<file path="src/design/shpd_pkg.sv">
// Package: shared constants and types of the script height push decoder.
`default_nettype none

package shpd_pkg;

  localparam int unsigned WindowBytes = 8;
  localparam int unsigned HeightW     = 32;

  localparam logic [7:0] OpZero      = 8'h00;
  localparam logic [7:0] OpNegOne    = 8'h4f;
  localparam logic [7:0] OpSmallLo   = 8'h51;
  localparam logic [7:0] OpSmallHi   = 8'h60;
  localparam logic [7:0] OpPushData1 = 8'h4c;
  localparam logic [7:0] OpPushData2 = 8'h4d;
  localparam logic [7:0] OpPushData4 = 8'h4e;
  localparam logic [7:0] SmallBias   = 8'h50;

  typedef struct packed {
    logic signed [HeightW-1:0] height;
    logic                      bad_opcode;
  } result_t;

endpackage

`default_nettype wire

</file>
<file path="src/design/shpd_chan_if.sv">
// Interfaces: valid/ready channels for input bytes and decoded results.
`default_nettype none

interface shpd_in_if;
  logic       valid;
  logic       ready;
  logic [7:0] data_byte;

  modport source (output valid, output data_byte, input ready);
  modport sink (input valid, input data_byte, output ready);
endinterface

interface shpd_out_if;
  logic                               valid;
  logic                               ready;
  logic signed [shpd_pkg::HeightW-1:0] height;
  logic                               bad_opcode;

  modport source (output valid, output height, output bad_opcode, input ready);
  modport sink (input valid, input height, input bad_opcode, output ready);
endinterface

`default_nettype wire

</file>
<file path="src/design/shpd_core.sv">
// Core: push parser state and window decode, one byte per step.
`default_nettype none

module shpd_core #(
  parameter int unsigned WindowBytes = shpd_pkg::WindowBytes
) (
  input  wire logic             clk_i,
  input  wire logic             rst_ni,
  input  wire logic             step_i,
  input  wire logic [7:0]       data_byte_i,
  output logic                  res_valid_o,
  output shpd_pkg::result_t     res_o
);

  localparam int unsigned WinW  = 8 * WindowBytes;
  localparam int unsigned HeldW = $clog2(WindowBytes + 1);
  localparam int unsigned BitW  = $clog2(WinW);
  localparam logic [HeldW-1:0] FullHeld = HeldW'(WindowBytes);

  typedef enum logic [2:0] {
    PhOpcode,
    PhLen1,
    PhLen2,
    PhLen4,
    PhData
  } phase_e;

  phase_e           phase_q, phase_d;
  logic [2:0]       len_left_q, len_left_d;
  logic [31:0]      data_left_q, data_left_d;
  logic [WinW-1:0]  window_q, window_d;
  logic [HeldW-1:0] held_q, held_d;

  logic [WinW-1:0]  window_shift;
  logic [HeldW-1:0] held_inc;
  logic [WinW-1:0]  mag_all;
  logic [BitW-1:0]  sign_idx;
  logic             neg;
  logic [WinW-1:0]  mag_clr;
  logic [63:0]      mag_ext;
  logic [31:0]      mag_lo;
  logic [31:0]      height_dec;
  logic [2:0]       len_total;
  logic [2:0]       len_cur;
  logic [2:0]       len_next;
  logic [1:0]       len_idx;
  logic [31:0]      data_or;
  logic             is_small;
  logic [31:0]      small_val;

  always_comb begin
    window_shift = WinW'({data_byte_i, window_q} >> 8);
    held_inc     = (held_q < FullHeld) ? HeldW'(held_q + 1'b1) : held_q;
    mag_all      = window_shift >> {(FullHeld - held_inc), 3'b000};
    sign_idx     = BitW'({held_inc, 3'b000} - 1'b1);
    neg          = mag_all[sign_idx];
    mag_clr      = mag_all & ~(WinW'(1) << sign_idx);
    mag_ext      = 64'(mag_clr);
    mag_lo       = mag_ext[31:0];
    height_dec   = neg ? (32'd0 - mag_lo) : mag_lo;

    case (phase_q)
      PhLen1:  len_total = 3'd1;
      PhLen2:  len_total = 3'd2;
      default: len_total = 3'd4;
    endcase
    len_cur  = (len_left_q == 3'd0 || len_left_q > len_total) ? len_total : len_left_q;
    len_idx  = 2'(len_total - len_cur);
    len_next = len_cur - 3'd1;
    data_or  = data_left_q | (32'(data_byte_i) << {len_idx, 3'b000});

    is_small  = (data_byte_i == shpd_pkg::OpNegOne) ||
                (data_byte_i >= shpd_pkg::OpSmallLo && data_byte_i <= shpd_pkg::OpSmallHi);
    small_val = 32'(data_byte_i) - 32'(shpd_pkg::SmallBias);
  end

  always_comb begin
    phase_d     = phase_q;
    len_left_d  = len_left_q;
    data_left_d = data_left_q;
    window_d    = window_q;
    held_d      = held_q;
    res_valid_o = 1'b0;
    res_o       = '0;

    if (step_i) begin
      case (phase_q)
        PhOpcode: begin
          if (data_byte_i == shpd_pkg::OpZero) begin
            res_valid_o = 1'b1;
          end else if (is_small) begin
            res_valid_o  = 1'b1;
            res_o.height = small_val;
          end else begin
            window_d    = '0;
            held_d      = '0;
            data_left_d = '0;
            if (data_byte_i < shpd_pkg::OpPushData1) begin
              data_left_d = 32'(data_byte_i);
              phase_d     = PhData;
            end else if (data_byte_i == shpd_pkg::OpPushData1) begin
              phase_d    = PhLen1;
              len_left_d = 3'd1;
            end else if (data_byte_i == shpd_pkg::OpPushData2) begin
              phase_d    = PhLen2;
              len_left_d = 3'd2;
            end else if (data_byte_i == shpd_pkg::OpPushData4) begin
              phase_d    = PhLen4;
              len_left_d = 3'd4;
            end else begin
              res_valid_o      = 1'b1;
              res_o.bad_opcode = 1'b1;
              len_left_d       = '0;
            end
          end
        end
        PhLen1, PhLen2, PhLen4: begin
          data_left_d = data_or;
          len_left_d  = len_next;
          if (len_next == 3'd0) begin
            if (data_or == 32'd0) begin
              res_valid_o = 1'b1;
              phase_d     = PhOpcode;
            end else begin
              phase_d = PhData;
            end
          end
        end
        PhData: begin
          if (data_left_q != 32'd0) begin
            window_d    = window_shift;
            held_d      = held_inc;
            data_left_d = data_left_q - 32'd1;
            if (data_left_q == 32'd1) begin
              res_valid_o  = 1'b1;
              res_o.height = height_dec;
              phase_d      = PhOpcode;
              len_left_d   = '0;
            end
          end else begin
            phase_d     = PhOpcode;
            len_left_d  = '0;
            data_left_d = '0;
            window_d    = '0;
            held_d      = '0;
          end
        end
        default: begin
          phase_d     = PhOpcode;
          len_left_d  = '0;
          data_left_d = '0;
          window_d    = '0;
          held_d      = '0;
        end
      endcase
    end
  end

  always_ff @(posedge clk_i or negedge rst_ni) begin
    if (!rst_ni) begin
      phase_q     <= PhOpcode;
      len_left_q  <= '0;
      data_left_q <= '0;
      window_q    <= '0;
      held_q      <= '0;
    end else begin
      phase_q     <= phase_d;
      len_left_q  <= len_left_d;
      data_left_q <= data_left_d;
      window_q    <= window_d;
      held_q      <= held_d;
    end
  end

endmodule

`default_nettype wire

</file>
<file path="src/design/script_height_push_decoder.sv">
// Top level: script height push decoder with a two-word result buffer.
`default_nettype none

// Decodes one script number push fed as a byte stream, opcode byte first, and
// returns one word (height, bad_opcode) per completed push: immediately for
// opcode 0, 0x4f and 0x51..0x60 and for invalid opcodes, after the last length
// byte for a zero PUSHDATA length, and after the last data byte otherwise.
// One byte per cycle is sustained while the skid word is empty; the parser
// state updates in a single step and the result lands in a two-word output
// buffer, so in_i.ready drops only while both buffer words are waiting on
// out_o.ready. Each result is registered into the main or the skid word.

module script_height_push_decoder #(
  parameter int unsigned WindowBytes = shpd_pkg::WindowBytes
) (
  input  wire logic    clk_i,
  input  wire logic    rst_ni,
  shpd_in_if.sink      in_i,
  shpd_out_if.source   out_o
);

  logic              step;
  logic              res_valid;
  shpd_pkg::result_t res;

  logic              main_valid_q;
  logic              skid_valid_q;
  shpd_pkg::result_t main_q;
  shpd_pkg::result_t skid_q;
  logic              push;
  logic              pop;

  assign in_i.ready = !skid_valid_q;
  assign step       = in_i.valid && in_i.ready;

  shpd_core #(
    .WindowBytes (WindowBytes)
  ) u_core (
    .clk_i       (clk_i),
    .rst_ni      (rst_ni),
    .step_i      (step),
    .data_byte_i (in_i.data_byte),
    .res_valid_o (res_valid),
    .res_o       (res)
  );

  assign push = step && res_valid;
  assign pop  = main_valid_q && out_o.ready;

  assign out_o.valid      = main_valid_q;
  assign out_o.height     = main_q.height;
  assign out_o.bad_opcode = main_q.bad_opcode;

  always_ff @(posedge clk_i or negedge rst_ni) begin
    if (!rst_ni) begin
      main_valid_q <= 1'b0;
      skid_valid_q <= 1'b0;
    end else if (skid_valid_q) begin
      if (pop) begin
        skid_valid_q <= 1'b0;
      end
    end else if (push) begin
      if (main_valid_q && !pop) begin
        skid_valid_q <= 1'b1;
      end else begin
        main_valid_q <= 1'b1;
      end
    end else if (pop) begin
      main_valid_q <= 1'b0;
    end
  end

  always_ff @(posedge clk_i) begin
    if (skid_valid_q) begin
      if (pop) begin
        main_q <= skid_q;
      end
    end else if (push) begin
      if (main_valid_q && !pop) begin
        skid_q <= res;
      end else begin
        main_q <= res;
      end
    end
  end

`ifndef SYNTHESIS
  a_skid_needs_main: assert property (@(posedge clk_i) disable iff (!rst_ni)
    skid_valid_q |-> main_valid_q)
    else $error("skid word held without a main word");

  a_bad_height_zero: assert property (@(posedge clk_i) disable iff (!rst_ni)
    (out_o.valid && out_o.bad_opcode) |-> (out_o.height == '0))
    else $error("bad opcode word carries a nonzero height");

  a_stall_fills_skid: assert property (@(posedge clk_i) disable iff (!rst_ni)
    (push && main_valid_q && !out_o.ready) |=> skid_valid_q)
    else $error("result dropped while output stalled");
`endif

endmodule

`default_nettype wire

</file>
<file path="src/flat_wrapper.sv">
// flat-port wrapper written by rule: the top's interface ports become plain ports
module script_height_push_decoder_flat 
#(
  parameter int unsigned WindowBytes = shpd_pkg::WindowBytes
)
  (clk_i, rst_ni, in_i_valid, in_i_data_byte, in_i_ready, out_o_valid, out_o_height, out_o_bad_opcode, out_o_ready);
  shpd_in_if in_i_i ();
  shpd_out_if out_o_i ();
  input  wire logic clk_i;
  input  wire logic rst_ni;
  input wire logic [$bits(in_i_i.valid)-1:0] in_i_valid;
  input wire logic [$bits(in_i_i.data_byte)-1:0] in_i_data_byte;
  output wire logic [$bits(in_i_i.ready)-1:0] in_i_ready;
  output wire logic [$bits(out_o_i.valid)-1:0] out_o_valid;
  output wire logic [$bits(out_o_i.height)-1:0] out_o_height;
  output wire logic [$bits(out_o_i.bad_opcode)-1:0] out_o_bad_opcode;
  input wire logic [$bits(out_o_i.ready)-1:0] out_o_ready;
  assign in_i_i.valid = in_i_valid;
  assign in_i_i.data_byte = in_i_data_byte;
  assign in_i_ready = in_i_i.ready;
  assign out_o_valid = out_o_i.valid;
  assign out_o_height = out_o_i.height;
  assign out_o_bad_opcode = out_o_i.bad_opcode;
  assign out_o_i.ready = out_o_ready;
  script_height_push_decoder #(.WindowBytes(WindowBytes)) u_core (.clk_i(clk_i), .rst_ni(rst_ni), .in_i(in_i_i), .out_o(out_o_i));
endmodule
</file>
<file path="config.mk">
export PLATFORM = sky130hd
export DESIGN_NAME = script_height_push_decoder_flat
export DESIGN_NICKNAME = d
export VERILOG_FILES = /design/src/design/shpd_pkg.sv /design/src/design/shpd_chan_if.sv /design/src/design/shpd_core.sv /design/src/design/script_height_push_decoder.sv /design/src/flat_wrapper.sv
export SDC_FILE = /design/constraint.sdc
export NUM_CORES = 1
export LEC_CHECK = 0
export ABC_CLOCK_PERIOD_IN_PS = 9560
export BUFFER_PORTS_ARGS = -buffer_cell sky130_fd_sc_hd__buf_2
export CAP_MARGIN = 30
export CORE_AREA = 2 2 238 170
export CTS_CLUSTER_DIAMETER = 120
export DETAILED_ROUTE_END_ITERATION = 6
export DIE_AREA = 0 0 240 172
export SETUP_SLACK_MARGIN = 0.5
export SYNTH_ARGS = -nofsm -noshare
export SYNTH_HDL_FRONTEND = slang
export SYNTH_SLANG_ARGS = --single-unit
export TNS_END_PERCENT = 30
</file>
<file path="constraint.sdc">
create_clock -name clk_i -period 9.56 [get_ports clk_i]
set_input_delay 0 -clock clk_i [delete_from_list [all_inputs] [get_ports clk_i]]
set_output_delay 0 -clock clk_i [all_outputs]
set_load 0.005 [all_outputs]
</file>
==> flow_summary.json <==
{
  "post-place-ws_ns": 3.76,
  "insertion_delay_ns": 0.47,
  "final-setup-viol-count": 0,
  "rows": 61,
  "antenna_found_initial": 0,
  "track_usage": 0.172,
  "die_h_um": 172,
  "crit_fanout": 40,
  "postPlaceCellArea_um2": 12200,
  "rsz0062_at_grt": "no",
  "ys_types": 100,
  "io_pins": 47,
  "cp-end-kind": "flop",
  "critPathSlowestCell": "o311ai_1",
  "hpwl_um": 24200,
  "synth_ff_type": "dfrtp_1",
  "antenna_left": 0,
  "via_per_inst": 5.51,
  "start_util": 0.296,
  "critPathKind": "reg2reg",
  "drc_errors": 0,
  "hold_end": "u_core.u_core.window_q[56]$_DFFE_PN0P_",
  "r2r_cells": 14,
  "grt_pass1_wl_um": 55200,
  "root_buffer": "clkbuf_16",
  "r2r-end": "u_core.out_o.height[30]$_DFFE_PP_",
  "synth-edff-count": 66,
  "die-area_um2": 41300,
  "slew_violations": 0,
  "clockBufferDepth": 2,
  "cts_tree": "done",
  "routed-via-count": 10300,
  "finalHoldViolCount": 0,
  "hold-path-cell-count": 3,
  "outcome": "finished clean",
  "worstMarginPinSlew_ns": 1.05,
  "cpPeakStageDelay_ns": 0.73,
  "instances_no_fill": 1866,
  "grt_max_degree": 117,
  "layout.nets": 1350,
  "p_per_area_nw_per_um2": 375,
  "drt_wl_total_um": 34800,
  "yosys_warnings": 0,
  "cp-start-kind": "flop",
  "numCtsBuffers": 17,
  "peakVddDrop_mv": 0.235,
  "fin_skew_ns": 0.0138,
  "final_core_util": 0.331,
  "worstPathCellList": "xnor2_4 -> buf_4 -> inv_2 -> ha_1 -> xor2_2 -> xnor2_1 -> buf_4 -> mux2_2 -> o311ai_1 -> a31oi_1 -> nor4_4 -> and4_1 -> mux2i_1 -> nand3_1",
  "synth.net_count": 1356,
  "required_ns": 9.77,
  "path_buf_inv": 3,
  "cp_top_family": "compound AO/OA/AOI/OAI gates",
  "syn_area_um2": 11600,
  "avgRoutedWirePerCell_um": 18.7,
  "numClockSinks": 166,
  "final_cell_mix": "nand2_1, o21ai_0, dfrtp_1, nor2_1, a21oi_1",
  "fin_setup_tns_ns": 0,
  "crit_top_cell": "buf_4",
  "grt_overflow_total": 0,
  "slew_headroom": 0.293,
  "p_leak_nw": 4.97,
  "regToRegStartpoint": "u_core.u_core.held_q[3]$_DFFE_PN0P_",
  "core_area_um2": 39100,
  "dr.pass1.iters": 5,
  "initialDrtViolationCount": 1053,
  "yosysSeqAreaShare": 0.388,
  "fp.dieW_um": 240,
  "fin_ws_ns": 3.62,
  "post-cts-setup-buffers": 0,
  "holdCritPathClass": "in2reg",
  "synth_cells": 1324,
  "yosys_register_bits": 166,
  "crit_start": "u_core.u_core.held_q[3]$_DFFE_PN0P_",
  "antenna_cells": 0,
  "crit_arrival_ns": 6.15,
  "final_common_cell": "nand2_1",
  "h-tree-depth": 4,
  "reg2reg_slack_ns": 3.62,
  "drive_above_1_share": 0.123,
  "globalplace.congestion": 0.915,
  "timing.fmax_mhz": 168,
  "period_share": 0.621,
  "syn_avg_cell_area_um2": 8.73,
  "cap_violations": 0,
  "min-delay-start": "in_i_data_byte[0]",
  "clk_pin_slew_ns": 0.07,
  "fin_area_um2": 12900,
  "grt_pass1_vias": 9271,
  "dp.cells": 1822,
  "area_delta_synth_final_pct": 12.1,
  "io_buffers": 46,
  "synth-async-reset-ratio": 0.602,
  "min_period_ns": 5.94
}
==> area by class of cell <==
type / instances / area, um^2
Fill cell: 4057 / 26100
Multi-Input combinational cell: 1034 / 6570
Sequential cell: 166 / 4480
Tap cell: 535 / 669
Timing Repair Buffer: 74 / 515
Clock buffer: 17 / 425
Clock inverter: 15 / 189
Inverter: 25 / 93.8
==> worst max-delay path by stage <==
stage / to / slack [ns] / depth (start not counted)
detailed placement: u_core.out_o.height[14]$_DFFE_PP_ / 3.76 / 16
CTS: u_core.out_o.height[14]$_DFFE_PP_ / 3.74 / 16
global placement: u_core.out_o.height[14]$_DFFE_PP_ / 3.92 / 16
global route: u_core.out_o.height[30]$_DFFE_PP_ / 3.15 / 14
finish: u_core.out_o.height[30]$_DFFE_PP_ / 3.62 / 14
floorplan: u_core.skid_q[0]$_DFFE_PP_ / 2.14 / 17
==> repair_timing <==
item / 4_1_cts / 5_1_grt
hold endpoints to repair: 32 / 0
hold buffers: 10 / 0
resized for setup: 0 / 0
==> worst reg2reg max path: cells and delay by family, from the launching register on <==
family                   cells  cell delay [ns]
AND/OR/NAND/NOR              3             0.98
XOR/XNOR                     3             0.93
adder cells (fa/ha/maj)      1             0.31
multiplexers                 2             0.61
buffers and inverters        3             1.03
flip-flops                   1             0.71
AO/OA/AOI/OAI                2             1.12
==> flip-flops by register name, summed over array words and instances, names as in the netlist <==
| name | cells |
|---|---|
| u_core.u_core.window_q | 56 |
| u_core.skid_q | 33 |
| u_core.out_o.height | 32 |
| u_core.u_core.data_left_q | 32 |
| u_core.u_core.held_q | 4 |
| u_core.u_core.len_left_q | 3 |
| u_core.u_core.phase_q | 3 |
| u_core.out_o.bad_opcode | 1 |
| u_core.out_o.valid | 1 |
| u_core.skid_valid_q | 1 |
==> Yosys cell counts, types with 8 or more instances <==
cell / n / share of area
nand2_1: 238 / 0.077
o21ai_0: 133 / 0.058
dfrtp_1: 100 / 0.22
nor2_1: 89 / 0.029
a21oi_1: 70 / 0.030
clkbuf_1: 69 / 0.022
edfxtp_1: 66 / 0.17
mux2i_1: 56 / 0.049
nor3_1: 43 / 0.019
nand3_1: 29 / 0.013
inv_1: 23 / 0.0075
ha_1: 20 / 0.022
or3_1: 20 / 0.011
mux4_2: 17 / 0.033
o21ai_1: 17 / 0.0074
xnor2_1: 17 / 0.013
a21o_1: 16 / 0.010
a31oi_1: 14 / 0.0076
o31ai_1: 14 / 0.0091
buf_2: 13 / 0.0056
o211ai_1: 13 / 0.0084
nor4_1: 12 / 0.0065
xor2_1: 12 / 0.0091
and3_1: 11 / 0.0060
o22ai_1: 11 / 0.0060
and2_1: 10 / 0.0054
nand4_1: 10 / 0.0054
mux2_2: 9 / 0.0088
nand2b_1: 9 / 0.0049
or2_2: 9 / 0.0049
a221o_1: 8 / 0.0069
a22oi_1: 8 / 0.0052
==> layer usage <==
layer / GRT usage / wire (um) / vias to the layer above / share of wire
li1: - / - / 4841 / -
met1: 0.269 / 17700 / 4982 / 0.51
met2: 0.233 / 14000 / 426 / 0.40
met3: 0.0434 / 2760 / 25 / 0.079
met4: 0.0354 / 345 / 0 / 0.0099
met5: 0 / 0 / - / 0
==> power by group <==
group / internal [W] / leakage, nW / switching (W)
registers: 0.000879 / 2.01 / 0.000141
logic: 0.00105 / 2.66 / 0.00206
clock network: 0.000396 / 0.299 / 0.000334
total: 0.00232 / 4.97 / 0.00253
==> cell families after synthesis <==
logic type,count (synthesis),synth area share
buffers and inverters,124,0.0475
XOR/XNOR,31,0.0258
flip-flops,166,0.388
multiplexers,83,0.0914
AO/OA/AOI/OAI,376,0.210
adder cells (fa/ha/maj),20,0.0217
AND/OR/NAND/NOR,524,0.216
==> stage by stage <==
step | power (W) | hold WS, ns
6_report | 0.00486 | 0.0618
5_1_grt | 0.00519 | 0.0776
4_1_cts | 0.00482 | 0.0244
3_5_place_dp | 0.00406 | -0.0558
3_3_place_gp | 0.00403 | -0.0603
2_1_floorplan | 0.00329 | -0.296
(Power assumes the default switching activity.)
